`config.mk`:
```
export PLATFORM = sky130hd
export DESIGN_NAME = rgb_breathing_pattern
export DESIGN_NICKNAME = d
export VERILOG_FILES = /design/src/rtl/rgbb_pkg.sv /design/src/rtl/rgb_breathing_pattern.sv
export SDC_FILE = /design/constraint.sdc
export NUM_CORES = 1
export LEC_CHECK = 0
export BUFFER_PORTS_ARGS = -buffer_cell sky130_fd_sc_hd__buf_4
export CAP_MARGIN = 5
export CORE_MARGIN = 1
export CORE_UTILIZATION = 40
export DETAILED_ROUTE_END_ITERATION = 7
export PLACE_DENSITY_LB_ADDON = 0.15
export SLEW_MARGIN = 20
export SYNTH_ARGS = -nofsm -noshare
export SYNTH_HDL_FRONTEND = slang
export SYNTH_SLANG_ARGS = --single-unit
```
`constraint.sdc`:
```
create_clock -name clk -period 3.7 [get_ports clk]
set_input_delay 0.74 -clock clk [delete_from_list [all_inputs] [get_ports clk]]
set_output_delay 0.74 -clock clk [all_outputs]
set_load 0.01 [all_outputs]
```
`src/rtl/rgbb_pkg.sv`:
```
// Package for the RGB breathing pattern generator: beat types, codes and helpers.
package rgbb_pkg;

    typedef enum logic [1:0] {
        CMD_TICK     = 2'd0,
        CMD_SET_MODE = 2'd1,
        CMD_FADE_ON  = 2'd2,
        CMD_FADE_OFF = 2'd3
    } cmd_t;

    localparam logic [3:0] MODE_IDLE       = 4'd0;
    localparam logic [3:0] MODE_BLUE       = 4'd1;
    localparam logic [3:0] MODE_RED        = 4'd2;
    localparam logic [3:0] MODE_GREEN      = 4'd3;
    localparam logic [3:0] MODE_YELLOW     = 4'd4;
    localparam logic [3:0] MODE_WHITE      = 4'd5;
    localparam logic [3:0] MODE_FADE_ON    = 4'd6;
    localparam logic [3:0] MODE_FADE_OFF   = 4'd7;
    localparam logic [3:0] MODE_HALF_WHITE = 4'd8;

    localparam logic [1:0] FADE_NONE = 2'd0;
    localparam logic [1:0] FADE_ON   = 2'd1;
    localparam logic [1:0] FADE_OFF  = 2'd2;

    localparam logic [6:0] PHASE_PEAK       = 7'd20;
    localparam logic [6:0] PHASE_TRI_END    = 7'd39;
    localparam logic [6:0] PHASE_TRI_BASE   = 7'd40;
    localparam logic [6:0] PHASE_PLATEAU    = 7'd46;
    localparam logic [6:0] PHASE_WHITE_END  = 7'd65;
    localparam logic [6:0] PHASE_WHITE_BASE = 7'd66;
    localparam logic [6:0] PHASE_HALF_PEAK  = 7'd15;
    localparam logic [6:0] PHASE_HALF_END   = 7'd60;
    localparam logic [6:0] PHASE_HALF_BASE  = 7'd61;

    typedef struct packed {
        cmd_t       cmd;
        logic [3:0] pattern_code;
    } in_beat_t;

    typedef struct packed {
        logic [4:0] red_level;
        logic [4:0] green_level;
        logic [4:0] blue_level;
        logic       white_seen;
        logic       pattern_running;
        logic       fade_busy;
        logic [1:0] last_fade_done;
    } out_beat_t;

    function automatic logic colour_valid(input logic [3:0] code);
        logic ok;
        begin
            ok = (code inside {[MODE_BLUE:MODE_WHITE], MODE_HALF_WHITE});
            return ok;
        end
    endfunction

endpackage

```
`src/rtl/rgb_breathing_pattern.sv`:
```
// Top level of the RGB breathing pattern generator: command decode, pattern state, result beat.
//
// One input beat is taken every clock cycle while the input side is not stalled. Its result beat
// is valid in the cycle after it is accepted and comes straight from the pattern state registers,
// which are the result register. The input side stalls only while a result beat is held and the
// output side stalls, so throughput is one beat per cycle while the output does not stall. Every
// other tick advances a running pattern's phase counter; the levels are held between advances.
module rgb_breathing_pattern
    import rgbb_pkg::*;
(
    input  logic      clk,
    input  logic      rst_n,
    input  logic      in_valid,
    output logic      in_stall,
    input  in_beat_t  in_data,
    output logic      out_valid,
    input  logic      out_stall,
    output out_beat_t out_data
);

    logic       parity_reg, parity_next;
    logic [6:0] phase_reg, phase_next;
    logic [3:0] mode_reg, mode_next;
    logic [1:0] fade_kind_reg, fade_kind_next;
    logic [3:0] fade_pat_reg, fade_pat_next;
    logic [1:0] last_fade_reg, last_fade_next;
    logic [4:0] red_reg, red_next;
    logic [4:0] green_reg, green_next;
    logic [4:0] blue_reg, blue_next;
    logic       white_reg, white_next;
    logic       out_valid_reg, out_valid_next;

    logic       accept;
    logic       do_advance;
    logic       is_fade;
    logic       fade_end;
    logic [3:0] colour;
    logic [6:0] phase_inc;
    logic [6:0] tri_lvl;

    assign in_stall = out_valid_reg & out_stall;
    assign accept   = in_valid & ~in_stall;

    // next state
    always_comb
    begin
        parity_next    = parity_reg;
        phase_next     = phase_reg;
        mode_next      = mode_reg;
        fade_kind_next = fade_kind_reg;
        fade_pat_next  = fade_pat_reg;
        last_fade_next = last_fade_reg;
        red_next       = red_reg;
        green_next     = green_reg;
        blue_next      = blue_reg;
        white_next     = white_reg;
        do_advance     = 1'b0;
        is_fade        = (mode_reg == MODE_FADE_ON) || (mode_reg == MODE_FADE_OFF);
        fade_end       = 1'b0;
        colour         = MODE_IDLE;
        phase_inc      = phase_reg + 7'd1;
        tri_lvl        = (phase_inc > PHASE_PEAK) ? (PHASE_TRI_BASE - phase_inc) : phase_inc;

        if (accept)
        begin
            case (in_data.cmd)
                CMD_TICK:
                begin
                    parity_next = ~parity_reg;
                    do_advance  = ~parity_reg;
                end
                CMD_SET_MODE:
                begin
                    mode_next      = colour_valid(in_data.pattern_code) ?
                                     in_data.pattern_code : MODE_IDLE;
                    fade_kind_next = FADE_NONE;
                end
                CMD_FADE_ON:
                begin
                    phase_next     = 7'd0;
                    fade_pat_next  = in_data.pattern_code;
                    mode_next      = MODE_FADE_ON;
                    fade_kind_next = FADE_ON;
                end
                default:
                begin
                    phase_next     = PHASE_PEAK;
                    fade_pat_next  = in_data.pattern_code;
                    mode_next      = MODE_FADE_OFF;
                    fade_kind_next = FADE_OFF;
                end
            endcase
        end

        if (do_advance)
        begin
            if (is_fade)
            begin
                fade_end = !colour_valid(fade_pat_reg) ||
                           (phase_reg == ((mode_reg == MODE_FADE_ON) ? PHASE_PEAK : 7'd1));
                colour   = fade_end ? MODE_IDLE : fade_pat_reg;
            end
            else
            begin
                colour = mode_reg;
            end

            if (fade_end)
            begin
                mode_next      = MODE_IDLE;
                fade_kind_next = FADE_NONE;
                last_fade_next = (mode_reg == MODE_FADE_ON) ? FADE_ON : FADE_OFF;
            end

            case (colour)
                MODE_BLUE, MODE_RED, MODE_YELLOW:
                begin
                    phase_next = (phase_inc > PHASE_TRI_END) ? 7'd1 : phase_inc;
                    if (colour == MODE_BLUE)
                    begin
                        red_next   = 5'd0;
                        green_next = 5'd0;
                        if (phase_inc <= PHASE_TRI_END)
                            blue_next = tri_lvl[4:0];
                    end
                    else if (colour == MODE_RED)
                    begin
                        blue_next  = 5'd0;
                        green_next = 5'd0;
                        if (phase_inc <= PHASE_TRI_END)
                            red_next = tri_lvl[4:0];
                    end
                    else
                    begin
                        blue_next = 5'd0;
                        if (phase_inc <= PHASE_TRI_END)
                            green_next = tri_lvl[4:0];
                        red_next = (phase_inc <= PHASE_TRI_END) ? tri_lvl[4:0] : green_reg;
                    end
                end
                MODE_GREEN:
                begin
                    blue_next  = 5'd0;
                    red_next   = 5'd0;
                    green_next = (phase_inc >= PHASE_TRI_BASE) ? 5'd0 : tri_lvl[4:0];
                    phase_next = (phase_inc > PHASE_TRI_END) ? 7'd1 : phase_inc;
                end
                MODE_WHITE:
                begin
                    phase_next = phase_inc;
                    if (phase_inc > PHASE_WHITE_END)
                        phase_next = 7'd1;
                    else if (phase_inc > PHASE_PLATEAU)
                        green_next = 5'(PHASE_WHITE_BASE - phase_inc);
                    else if (phase_inc > PHASE_PEAK)
                        green_next = PHASE_PEAK[4:0];
                    else
                        green_next = phase_inc[4:0];
                    red_next   = green_next;
                    blue_next  = green_next;
                    white_next = 1'b1;
                end
                MODE_HALF_WHITE:
                begin
                    phase_next = phase_inc;
                    if (phase_inc > PHASE_HALF_END)
                        phase_next = 7'd1;
                    else if (phase_inc > PHASE_PLATEAU)
                        green_next = 5'(PHASE_HALF_BASE - phase_inc);
                    else if (phase_inc > PHASE_HALF_PEAK)
                        green_next = PHASE_HALF_PEAK[4:0];
                    else
                        green_next = phase_inc[4:0];
                    red_next   = green_next;
                    blue_next  = green_next;
                    white_next = 1'b1;
                end
                default:
                begin
                end
            endcase
        end
    end

    // output handshake
    always_comb
    begin
        out_valid_next = out_valid_reg;
        if (accept)
            out_valid_next = 1'b1;
        else if (!out_stall)
            out_valid_next = 1'b0;
    end

    always_ff @(posedge clk or negedge rst_n)
    begin
        if (!rst_n)
        begin
            parity_reg    <= 1'b0;
            phase_reg     <= 7'd0;
            mode_reg      <= MODE_IDLE;
            fade_kind_reg <= FADE_NONE;
            fade_pat_reg  <= 4'd0;
            last_fade_reg <= FADE_NONE;
            red_reg       <= 5'd0;
            green_reg     <= 5'd0;
            blue_reg      <= 5'd0;
            white_reg     <= 1'b0;
            out_valid_reg <= 1'b0;
        end
        else
        begin
            parity_reg    <= parity_next;
            phase_reg     <= phase_next;
            mode_reg      <= mode_next;
            fade_kind_reg <= fade_kind_next;
            fade_pat_reg  <= fade_pat_next;
            last_fade_reg <= last_fade_next;
            red_reg       <= red_next;
            green_reg     <= green_next;
            blue_reg      <= blue_next;
            white_reg     <= white_next;
            out_valid_reg <= out_valid_next;
        end
    end

    assign out_valid                = out_valid_reg;
    assign out_data.red_level       = red_reg;
    assign out_data.green_level     = green_reg;
    assign out_data.blue_level      = blue_reg;
    assign out_data.white_seen      = white_reg;
    assign out_data.pattern_running = (mode_reg != MODE_IDLE);
    assign out_data.fade_busy       = (fade_kind_reg != FADE_NONE);
    assign out_data.last_fade_done  = last_fade_reg;

    a_fade_implies_running: assert property (@(posedge clk) disable iff (!rst_n)
        (fade_kind_reg != FADE_NONE) |-> (mode_reg == MODE_FADE_ON || mode_reg == MODE_FADE_OFF))
        else $error("fade in progress without a fade mode");

    a_levels_in_range: assert property (@(posedge clk) disable iff (!rst_n)
        (red_reg <= 5'd20) && (green_reg <= 5'd20) && (blue_reg <= 5'd20))
        else $error("level above peak");

    a_phase_in_range: assert property (@(posedge clk) disable iff (!rst_n)
        phase_reg <= PHASE_WHITE_END)
        else $error("phase out of range");

    a_accept_gives_beat: assert property (@(posedge clk) disable iff (!rst_n)
        accept |=> out_valid)
        else $error("accepted beat without a result beat");

    a_state_held_while_stalled: assert property (@(posedge clk) disable iff (!rst_n)
        in_stall |=> $stable(out_data))
        else $error("result changed while output stalled");

endmodule

```
### Word-level counts from Yosys, hierarchy flattened

Cells that the tools add are included.

| word-level totals | value |
|---|---|
| flip-flop bits (word level) | 37 |
| input port bits | 10 |
| output and inout bits | 22 |

| operators by class | value |
|---|---|
| add/sub/neg operators | 4 |
| order comparisons | 12 |
| equal/unequal tests | 16 |
| multiplexer cells | 45 |
| bitwise logic cells | 5 |
| reduce and logical (&&, ||, !) cells | 22 |

Operators by type and width:

| operator | count |
|---|---|
| $mux 5 | 16 |
| $pmux 5 s4 | 3 |
| $mux 7 | 5 |
| $mux 4 | 7 |
| $gt 7x6->1 const B | 3 |
| $pmux 7 s3 | 1 |
| $eq 4x3->1 const B | 4 |
| $pmux 7 s2 | 1 |
| $eq 4x4->1 const B | 3 |
| $pmux 4 s3 | 1 |
| $reduce_and 2->1 | 5 |
| $eq 4x2->1 const B | 2 |
| $ge 4x1->1 const B | 2 |
| $le 4x3->1 const B | 2 |
| $mux 2 | 4 |
| $reduce_bool 4->1 | 2 |
| $add 7x1->7 const B | 1 |
| $eq 7x5->1 | 1 |
| $ge 7x6->1 const B | 1 |
| $gt 7x4->1 const B | 1 |
| $gt 7x5->1 const B | 1 |
| $gt 7x7->1 const B | 1 |
| $le 7x6->1 const B | 1 |
| $mux 1 | 6 |
| 21 further kinds | 30 |

### Depth between registers and ports, before layout

Gate-level depths: netlist (run 1).

| depth | value |
|---|---|
| depth after elaboration | 12 |
| depth in mapped cells | 14 |

### Least setup slack after synthesis (run 1)

No wires, ideal clock.

| timing | value |
|---|---|
| kind | reg2reg |
| from | reg phase_reg[0] |
| to | reg green_reg[4] |
| setup time | 0.121 ns |
| arrival time | 3.002 ns |
| slack | 0.577 ns |
| stages on the path, launching flop included | 15 |
| path buffers | 2 |
| period minus slack after synthesis | 3.123 ns |
| cells stage by stage | dfrtp_1 buf_2 buf_2 clkinv_1 ha_1 inv_1 ha_1 nand2b_1 a22oi_2 nor4_4 nor2_2 o311ai_1 o211a_1 a21bo_1 a22o_1 |

| between the ends | value |
|---|---|
| word-level cells in the longest chain between the ends | 9 |

Ends and longest elaborated chain:

| element | RTL line | RTL |
|---|---|---|
| from (decl) | rgb_breathing_pattern.sv:22 | `logic [6:0] phase_reg, phase_next;` |
| from (signal assigned) | rgb_breathing_pattern.sv:214 | `phase_reg <= phase_next;` |
| parallel branches: the longest is 9 deep, another holds $add 7x1->7 | - |  |
| to (signal assigned) | rgb_breathing_pattern.sv:220 | `green_reg <= green_next;` |
| to (decl) | rgb_breathing_pattern.sv:28 | `logic [4:0] green_reg, green_next;` |

Parallel ways; which one is timed is not known. The select of a mux whose other input is x is not followed.
A chain may end at the register's enable or synchronous reset.

### Worst setup path in the final report (run 1)

| timing | value |
|---|---|
| from | reg phase_reg[2] |
| to | reg red_reg[3] |

| between the ends | value |
|---|---|
| word-level cells in the longest chain between the ends | 9 |

Ends and longest elaborated chain:

| element | RTL line | RTL |
|---|---|---|
| parallel branches: the longest is 9 deep, another holds $add 7x1->7 | - |  |
| to (signal assigned) | rgb_breathing_pattern.sv:219 | `red_reg <= red_next;` |
| to (decl) | rgb_breathing_pattern.sv:27 | `logic [4:0] red_reg, red_next;` |

Parallel ways; which one is timed is not known. The select of a mux whose other input is x is not followed.

==> flow_metrics.py, run 1 <==
metrics = {
    "finish": {
        "largest_reg_flops": 7,
        "fill_cells": 793,
        "nets": 428,
        "antenna_cells": 0,
        "seq_area_um2": 926,
        "drive_gt1_share_pct": 21.2,
        "final_area_um2": 3670,
        "area_growth_pct": 11.9,
        "multi_input_area_um2": 2170,
    },
    "synthesis": {
        "yosysMostFrequentCell": "nand2_1",
        "ys_seq_area_share_pct": 28.2,
        "synth-edff-count": 0,
        "async_reset_ff_share_pct": 100,
        "synth_top_area_share_pct": 28.2,
        "synthTopCellsByCount": "nand2_1 (41), nor2_1 (38), dfrtp_1 (37)",
        "synthCells": 383,
        "synth_area_per_cell_um2": 8.56,
        "yosysWarningCount": 0,
        "synth_nets": 402,
        "synth_top_cell_by_area": "dfrtp_1",
        "syn-cell-area_um2": 3280,
        "ys_ff_latch": 37,
        "synth_cell_types": 93,
        "ys.flop_type": "dfrtp_1",
        "synth.area.top_cells": "dfrtp_1 (28%), nand2_1 (4.7%), nor2_1 (4.3%)",
    },
    "critical_path": {
        "cp_num_buf_inv": 0,
        "cpMaxStageDelayCell": "dfrtp_1",
        "endpoint_kind": "register",
        "max_stage_delay_ns": 0.71,
        "path_max_fanout": 15,
        "path_delay_family": "compound AO/OA/AOI/OAI gates",
        "critPathArrivalTime_ns": 3.50,
        "startpoint_type": "register",
        "r2r_setup_slack_ns": 0.39,
        "path_class": "register to register",
        "cp_common_cell": "a21oi_1",
        "cp_cell_sequence": "xor2_2 -> ha_1 -> nor2b_1 -> a21oi_1 -> nor3_1 -> o211ai_1 -> o221a_1 -> a21oi_1 -> o311ai_1 -> o22a_1",
        "crit_required_ns": 3.89,
    },
    "sta": {
        "hold_violations": 0,
        "setup_tns_ns": 0,
        "finalClockSkew_ns": 0.0190,
        "finalCritPeriodShare_pct": 89.5,
        "min_period_ns": 3.31,
        "clock.fmax_mhz": 302,
        "slew_headroom_pct": 52.2,
        "rsz0062_at_grt": "no",
        "tightest_slew_ns": 0.712,
        "slew_viol_final": 0,
        "setup_violations": 0,
    },
    "route": {
        "via_per_inst": 6.07,
        "post_drt_wl_per_cell_um": 18.1,
        "drt_iter0_drc": 226,
        "firstDrtPassIters": 4,
        "route.detailed.drc": 0,
        "ant_nets": 0,
        "num_vias": 3107,
        "wirelength_um": 9250,
    },
    "clocking": {
        "cts-buffers-inserted": 5,
        "cts.clk_slew.worst_paths_ns": 0.09,
        "cts-root-buf": "clkbuf_8",
        "cts.htree.levels": 2,
        "ctsResizeCount": 0,
        "cts_setup_buffers": 0,
        "clock_latency_ns": 0.30,
        "cts_tree": "yes",
        "max-clock-path-buffers": 2,
        "clock-sinks": 37,
        "postCtsHoldBufs": 0,
    },
    "floorplanning": {
        "die_h_um": 92.5,
        "ios": 32,
        "coreArea_um2": 7850,
        "num_rows": 32,
        "dieArea_um2": 8560,
        "start_util_pct": 41.8,
        "die_w_um": 92.5,
    },
    "power": {
        "p_per_area_nw_per_um2": 516,
        "vdd.ir_drop.worst_v": 0.000252,
        "cellLeakagePower_nw": 1.48,
    },
    "placed_design": {
        "dpl_cell_area_um2": 3580,
        "place.gp.congestion": 0.884,
        "io_buffer_count": 31,
        "dp_hpwl_um": 6940,
    },
    "global_routing": {
        "grt_pass1_vias": 2975,
        "grt_overflow": 0,
        "grt_pass1_wl_um": 15400,
        "grt_util_all_layers_pct": 22.7,
        "antenna_found_initial": 0,
        "grt_max_degree": 38,
    },
    "job": {
        "cap_violations": 0,
    },
    "status": {
        "status": "finished clean",
    },
    "min_path": {
        "worstHoldPathType": "input pin to asynchronous set/reset pin",
    },
}
## stage by stage
step	util [%]	hold slack (ns)	worst slack (ns)	power [W]	instances
4_1_cts	46.8	0.420	0.369	0.00190	512
6_report	46.8	0.390	0.387	0.00190	512
3_3_place_gp	45.7	0.469	0.347	0.00161	504
3_5_place_dp	45.7	0.477	0.380	0.00161	504
2_1_floorplan	-	0.444	0.577	0.00127	383
5_1_grt	46.8	0.443	0.173	0.00202	512
## where the power goes
group          internal (W)  switching (W)  total, W
sequential         0.000530       0.000143  0.000673
combinational      0.000422       0.000512  0.000935
clock              0.000130       0.000158  0.000289
## worst paths after layout
kind	startpoint	endpoint	cells past startpoint
worst max-delay path	phase_reg[2]	red_reg[3]	10
worst min-delay path	rst_n	green_reg[2]	1
worst max register to register	phase_reg[2]	red_reg[3]	10
worst min register to register	white_reg	white_reg	1
max in group asynchronous	rst_n	last_fade_reg[1]	1
min in group clk	white_reg	white_reg	1
## layout by cell type (no fill, tap or decap), types with 3 or more instances in the layout
master,count
o21a_1,6
o311ai_1,4
nor2_1,38
a21oi_1,9
ha_1,9
a31oi_1,12
nor2_2,4
a22oi_1,4
nor3_1,9
o22a_1,3
mux2i_1,3
a311oi_1,4
nand3_1,7
buf_4,42
o211ai_1,5
and3_1,5
xnor2_1,6
o221ai_1,6
nand2_1,41
nand2b_1,12
dfrtp_1,37
inv_1,10
o2111ai_1,3
o21ai_1,5
a21boi_2,3
nor2b_1,6
o21ai_0,21
a211oi_1,5
nand3b_1,4
or3_1,3
clkbuf_8,5
o31ai_1,5
and2_1,4
## kinds of logic (layout without fill, tap and decap cells)
group / Yosys count / in the layout / synth area share (%)
compound gates: 130 / 130 / 31.5
xor+xnor: 10 / 10 / 3.36
buf+inv: 35 / 62 / 5.57
simple gates: 158 / 158 / 26.7
mux: 4 / 4 / 1.26
flops: 37 / 37 / 28.2
fa+ha+maj: 9 / 9 / 3.43
## area by class of cell
cell class / instances / share of cell area, %
Inverter: 12 / 1.23
Timing Repair Buffer: 42 / 8.59
Clock inverter: 3 / 0.477
Multi-Input combinational cell: 311 / 59.1
Sequential cell: 37 / 25.2
Tap cell: 102 / 3.48
Clock buffer: 5 / 1.87
## per-layer routing
layer  track usage, %  wire [um]  up-vias
li1                 -          -     1492
met1             32.1       4310     1498
met2             36.2       4320      105
met3             3.69        513       12
met4             5.08        103        0
met5                0          0        -
Note: power is estimated with default switching activity, not from simulation.
==> run 2, diff against run 1 <==
Settings changed: GPL_ROUTABILITY_DRIVEN set to 0.
Clock period 3.7 ns to 3.45 ns, I/O delays scaled along.
==> run 2 against run 1 <==
  * Wire length increased by 0.68%
  * Non-clock buffer count increased by 4
  * Cell count increased by 0.78%
  * Combinational power increased by 7%
  * Clock power increased by 5%
  * Count of clock-buffer cells in the layout increased by 1
  * Critical path depth unchanged
  * Flip-flop and latch count unchanged
  * Critical endpoint unchanged
==> flow_metrics.py, run 2 (synthesis results as in run 1) <==
metrics = {
    "placed_design": {
        "place_ws_ns": 0.332,
        "dp_hpwl_um": 6990,
        "dpl_cell_area_um2": 3610,
        "io_buffer_count": 31,
        "dp_cells": 508,
    },
    "clocking": {
        "postCtsHoldBufs": 0,
        "cts_setup_buffers": 0,
        "cts_tree": "yes",
        "max-clock-path-buffers": 2,
        "clock_latency_ns": 0.29,
        "cts-buffers-inserted": 5,
        "cts.clk_slew.worst_paths_ns": 0.08,
        "ctsResizeCount": 0,
        "clock-sinks": 37,
        "cts-root-buf": "clkbuf_8",
        "cts.htree.levels": 2,
    },
    "route": {
        "wirelength_um": 9310,
        "firstDrtPassIters": 4,
        "ant_nets": 0,
        "via_per_inst": 5.97,
        "num_vias": 3078,
        "drt_iter0_drc": 152,
        "route.detailed.drc": 0,
        "post_drt_wl_per_cell_um": 18.0,
    },
    "floorplanning": {
        "die_w_um": 92.5,
        "die_h_um": 92.5,
        "num_rows": 32,
        "coreArea_um2": 7850,
        "dieArea_um2": 8560,
        "start_util_pct": 41.8,
        "ios": 32,
    },
    "status": {
        "status": "finished clean",
    },
    "critical_path": {
        "startpoint_type": "register",
        "path_max_fanout": 21,
        "critPathArrivalTime_ns": 3.36,
        "endpoint_kind": "register",
        "crit_required_ns": 3.64,
        "r2r_setup_slack_ns": 0.27,
        "path_class": "register to register",
    },
    "global_routing": {
        "grt_overflow": 0,
        "grt_util_all_layers_pct": 22.8,
        "grt_pass1_vias": 2952,
        "grt_pass1_wl_um": 15300,
        "antenna_found_initial": 0,
        "grt_max_degree": 38,
    },
    "finish": {
        "antenna_cells": 0,
        "final_area_um2": 3700,
        "drive_gt1_share_pct": 21.7,
        "layoutNonFillerInstCount": 516,
        "final_common_cell": "buf_4",
        "nets": 432,
        "final_cell_mix": "buf_4 (46), nand2_1 (41), nor2_1 (38)",
        "largest_reg_flops": 7,
        "area_growth_pct": 12.7,
    },
    "sta": {
        "finalCritPeriodShare_pct": 92.1,
        "min_period_ns": 3.18,
        "setup_tns_ns": 0,
        "clock.fmax_mhz": 315,
        "slew_viol_final": 0,
        "hold_violations": 0,
        "slew_headroom_pct": 51.1,
        "finalClockSkew_ns": 0.00594,
        "rsz0062_at_grt": "no",
        "setup_ws_ns": 0.271,
        "tightest_slew_ns": 0.732,
        "setup_violations": 0,
    },
    "power": {
        "p_per_area_nw_per_um2": 549,
        "cellLeakagePower_nw": 1.50,
        "vdd.ir_drop.worst_v": 0.000309,
    },
    "job": {
        "cap_violations": 0,
    },
    "min_path": {
        "worstHoldPathType": "input pin to asynchronous set/reset pin",
    },
}
-- run 2: critical path, cell delays in order, from the launching register on --
cell and delay [ns]:
dfrtp_1 0.82, xor2_2 0.26, ha_1 0.22, nor2b_1 0.24, a21oi_1 0.12, nor3_1 0.31, o211ai_1 0.22, o221a_1 0.29
a21oi_1 0.22, o311ai_1 0.17, o22a_1 0.20
-- run 2: per-layer routing --
metal	global-route usage [%]	vias up	wire length [um]
met5	0	-	0
met3	4.60	15	428
met1	30.9	1471	4410
met2	36.3	87	4290
li1	-	1505	-
met4	6.90	0	186
-- run 2: final timing paths --
kind                                   start           end  depth (start not counted)
worst max-delay path            phase_reg[2]    red_reg[3]                         10
worst min-delay path                   rst_n  green_reg[1]                          1
worst max register to register  phase_reg[2]    red_reg[3]                         10
worst min register to register    parity_reg    parity_reg                          2
max in group asynchronous              rst_n  phase_reg[1]                          1
min in group clk                  parity_reg    parity_reg                          2
-- run 2: power breakdown --
| group | switching [W] | internal, W | leakage (nW) |
|---|---|---|---|
| clock | 0.000164 | 0.000140 | 0.0450 |
| sequential | 0.000154 | 0.000568 | 0.455 |
| combinational | 0.000547 | 0.000457 | 1.00 |
-- run 2: layout make-up --
type	count	area [um^2]
Tap cell	102	128
Multi-Input combinational cell	311	2170
Clock buffer	6	72.6
Clock inverter	2	10.0
Sequential cell	37	926
Fill cell	788	4150
Timing Repair Buffer	46	345
Inverter	12	45.0
-- run 2: stage by stage --
step | utilization (%) | hold slack, ns | power, W
floorplan | - | 0.394 | 0.00136
global placement | 46.1 | 0.469 | 0.00173
detailed placement | 46.1 | 0.481 | 0.00173
CTS | 47.1 | 0.374 | 0.00204
global route | 47.1 | 0.371 | 0.00219
finish | 47.1 | 0.340 | 0.00203
==> run 3, diff against run 2 <==
Settings changed: CORE_MARGIN 1 to 2.
==> run 3 against run 2 <==
  * Sequential share of layout area rose by 0.076 points
  * First-iteration DRC count is 9.2% higher
  * Power down 0.60%
  * Clock skew grew 0.0083 ns
  * Wire length fell by 1.8%
  * Worst setup slack worse by 0.058 ns
  * Flip-flop and latch count is the same
  * Clock power down 3%
  * Critical path type unchanged
  * Global-route usage is 1.4 points lower
  * Core utilization down 1.6 points
  * Highest routed layer unchanged
  * Via count grew 0.29%
==> flow_metrics.py, run 3 (synthesis results as in run 1) <==
metrics = {
    "status": {
        "status": "finished clean",
    },
    "sta": {
        "finalClockSkew_ns": 0.0142,
        "hold_violations": 0,
        "slew_headroom_pct": 50.7,
        "slew_viol_final": 0,
        "finalCritPeriodShare_pct": 93.8,
        "tightest_slew_ns": 0.738,
        "min_period_ns": 3.24,
        "clock.fmax_mhz": 309,
        "setup_violations": 0,
        "rsz0062_at_grt": "no",
        "setup_tns_ns": 0,
    },
    "finish": {
        "final_area_um2": 3690,
        "largest_reg_flops": 7,
        "antenna_cells": 0,
        "drive_gt1_share_pct": 21.4,
        "nets": 430,
        "utilization_pct": 45.5,
        "seq_area_um2": 926,
        "final_cell_mix": "buf_4 (44), nand2_1 (41), nor2_1 (38)",
        "area_growth_pct": 12.4,
        "fill_cells": 840,
        "multi_input_area_um2": 2170,
        "final_common_cell": "buf_4",
    },
    "min_path": {
        "worstHoldPathType": "input pin to asynchronous set/reset pin",
    },
    "route": {
        "via_per_inst": 5.97,
        "route.detailed.drc": 0,
        "firstDrtPassIters": 5,
        "ant_nets": 0,
        "wirelength_um": 9140,
        "num_vias": 3087,
        "post_drt_wl_per_cell_um": 17.7,
        "drt_iter0_drc": 166,
    },
    "clocking": {
        "cts-root-buf": "clkbuf_8",
        "clock_latency_ns": 0.29,
        "ctsResizeCount": 0,
        "postCtsHoldBufs": 0,
        "cts_tree": "yes",
        "clock-sinks": 37,
        "max-clock-path-buffers": 2,
        "cts-buffers-inserted": 5,
        "cts.clk_slew.worst_paths_ns": 0.08,
        "cts.htree.levels": 2,
    },
    "critical_path": {
        "worstRegToRegCells": 11,
        "critPathArrivalTime_ns": 3.39,
        "path_max_fanout": 8,
        "path_class": "register to register",
        "endpoint_kind": "register",
        "crit_required_ns": 3.61,
        "startpoint_type": "register",
    },
    "placed_design": {
        "dp_hpwl_um": 6930,
        "io_buffer_count": 31,
        "dpl_cell_area_um2": 3600,
    },
    "global_routing": {
        "grt_overflow": 0,
        "grt_pass1_vias": 2968,
        "grt_util_all_layers_pct": 21.3,
        "grt_max_degree": 38,
        "antenna_found_initial": 0,
        "grt_pass1_wl_um": 15100,
    },
    "power": {
        "sw_frac_of_total_pct": 42.2,
        "p_sw_w": 0.000853,
        "internal-power_w": 0.00117,
        "pwr-share-seq_pct": 35.7,
        "cellLeakagePower_nw": 1.49,
        "comb_power_share_pct": 49.7,
        "p_per_area_nw_per_um2": 548,
        "vdd.ir_drop.worst_v": 0.000295,
        "p_clk_share_pct": 14.6,
    },
    "floorplanning": {
        "dieArea_um2": 8940,
        "die_w_um": 94.5,
        "die_h_um": 94.5,
        "start_util_pct": 40.5,
        "coreArea_um2": 8090,
        "ios": 32,
        "num_rows": 33,
    },
    "job": {
        "cap_violations": 0,
    },
}
[run 3: cell count changes in the layout (fill, tap and decap cells not counted)]
cell	change
buf_4	-2
[run 3: timing repair]
action                                  CTS  global route
buffers inserted                          0             0
endpoints found under the hold margin     0             0
endpoints found under the setup margin    0             2
[run 3: path summary, 6_finish.rpt]
kind | startpoint | end | slack [ns]
worst max-delay path | phase_reg[0] | green_reg[2] | 0.21
worst min-delay path | rst_n | red_reg[3] | 0.35
worst max register to register | phase_reg[0] | green_reg[2] | 0.21
worst min register to register | white_reg | white_reg | 0.49
max in group asynchronous | rst_n | phase_reg[1] | 2.73
min in group clk | white_reg | white_reg | 0.49
[run 3: metal layers]
metal / share of wire (%) / track usage (%) / up-vias
li1: - / - / 1497
met1: 46 / 30.6 / 1474
met2: 46 / 33.7 / 104
met3: 5.8 / 2.87 / 12
met4: 1.6 / 6.04 / 0
met5: 0 / 0 / -
[run 3: worst max-delay path: stages (launching register included)]
cell	delay, ns
dfrtp_1	0.46
ha_1	0.27
xor2_2	0.30
ha_1	0.23
nor2b_1	0.23
a21oi_1	0.12
o311ai_4	0.40
a22oi_1	0.16
nor3_1	0.22
o21ai_1	0.15
a311oi_1	0.39
a31oi_1	0.16
[run 3: power groups by stage]
stage / registers, W / clock network [W] / logic [W]
floorplan: 0.000715 / 0 / 0.000643
global placement: 0.000724 / 0 / 0.00100
detailed placement: 0.000728 / 0 / 0.00100
CTS: 0.000721 / 0.000307 / 0.00101
global route: 0.000740 / 0.000327 / 0.00111
finish: 0.000720 / 0.000296 / 0.00100
[run 3: cell type report]
cell class	count	area share (%)
clock inverter	2	0.272
sequential	37	25.1
multi-input combinational	311	58.9
tap	105	3.56
timing repair buffer	44	8.96
clock buffer	6	1.97
inverter	12	1.22
[run 3: per-stage QoR]
stage | hold slack (ns) | total power, W | worst slack, ns | std cells
finish | 0.349 | 0.00202 | 0.213 | 517
global route | 0.397 | 0.00218 | 0.00454 | 517
CTS | 0.373 | 0.00203 | 0.175 | 517
detailed placement | 0.478 | 0.00173 | 0.187 | 509
global placement | 0.468 | 0.00173 | 0.244 | 509
floorplan | 0.394 | 0.00136 | 0.327 | 383
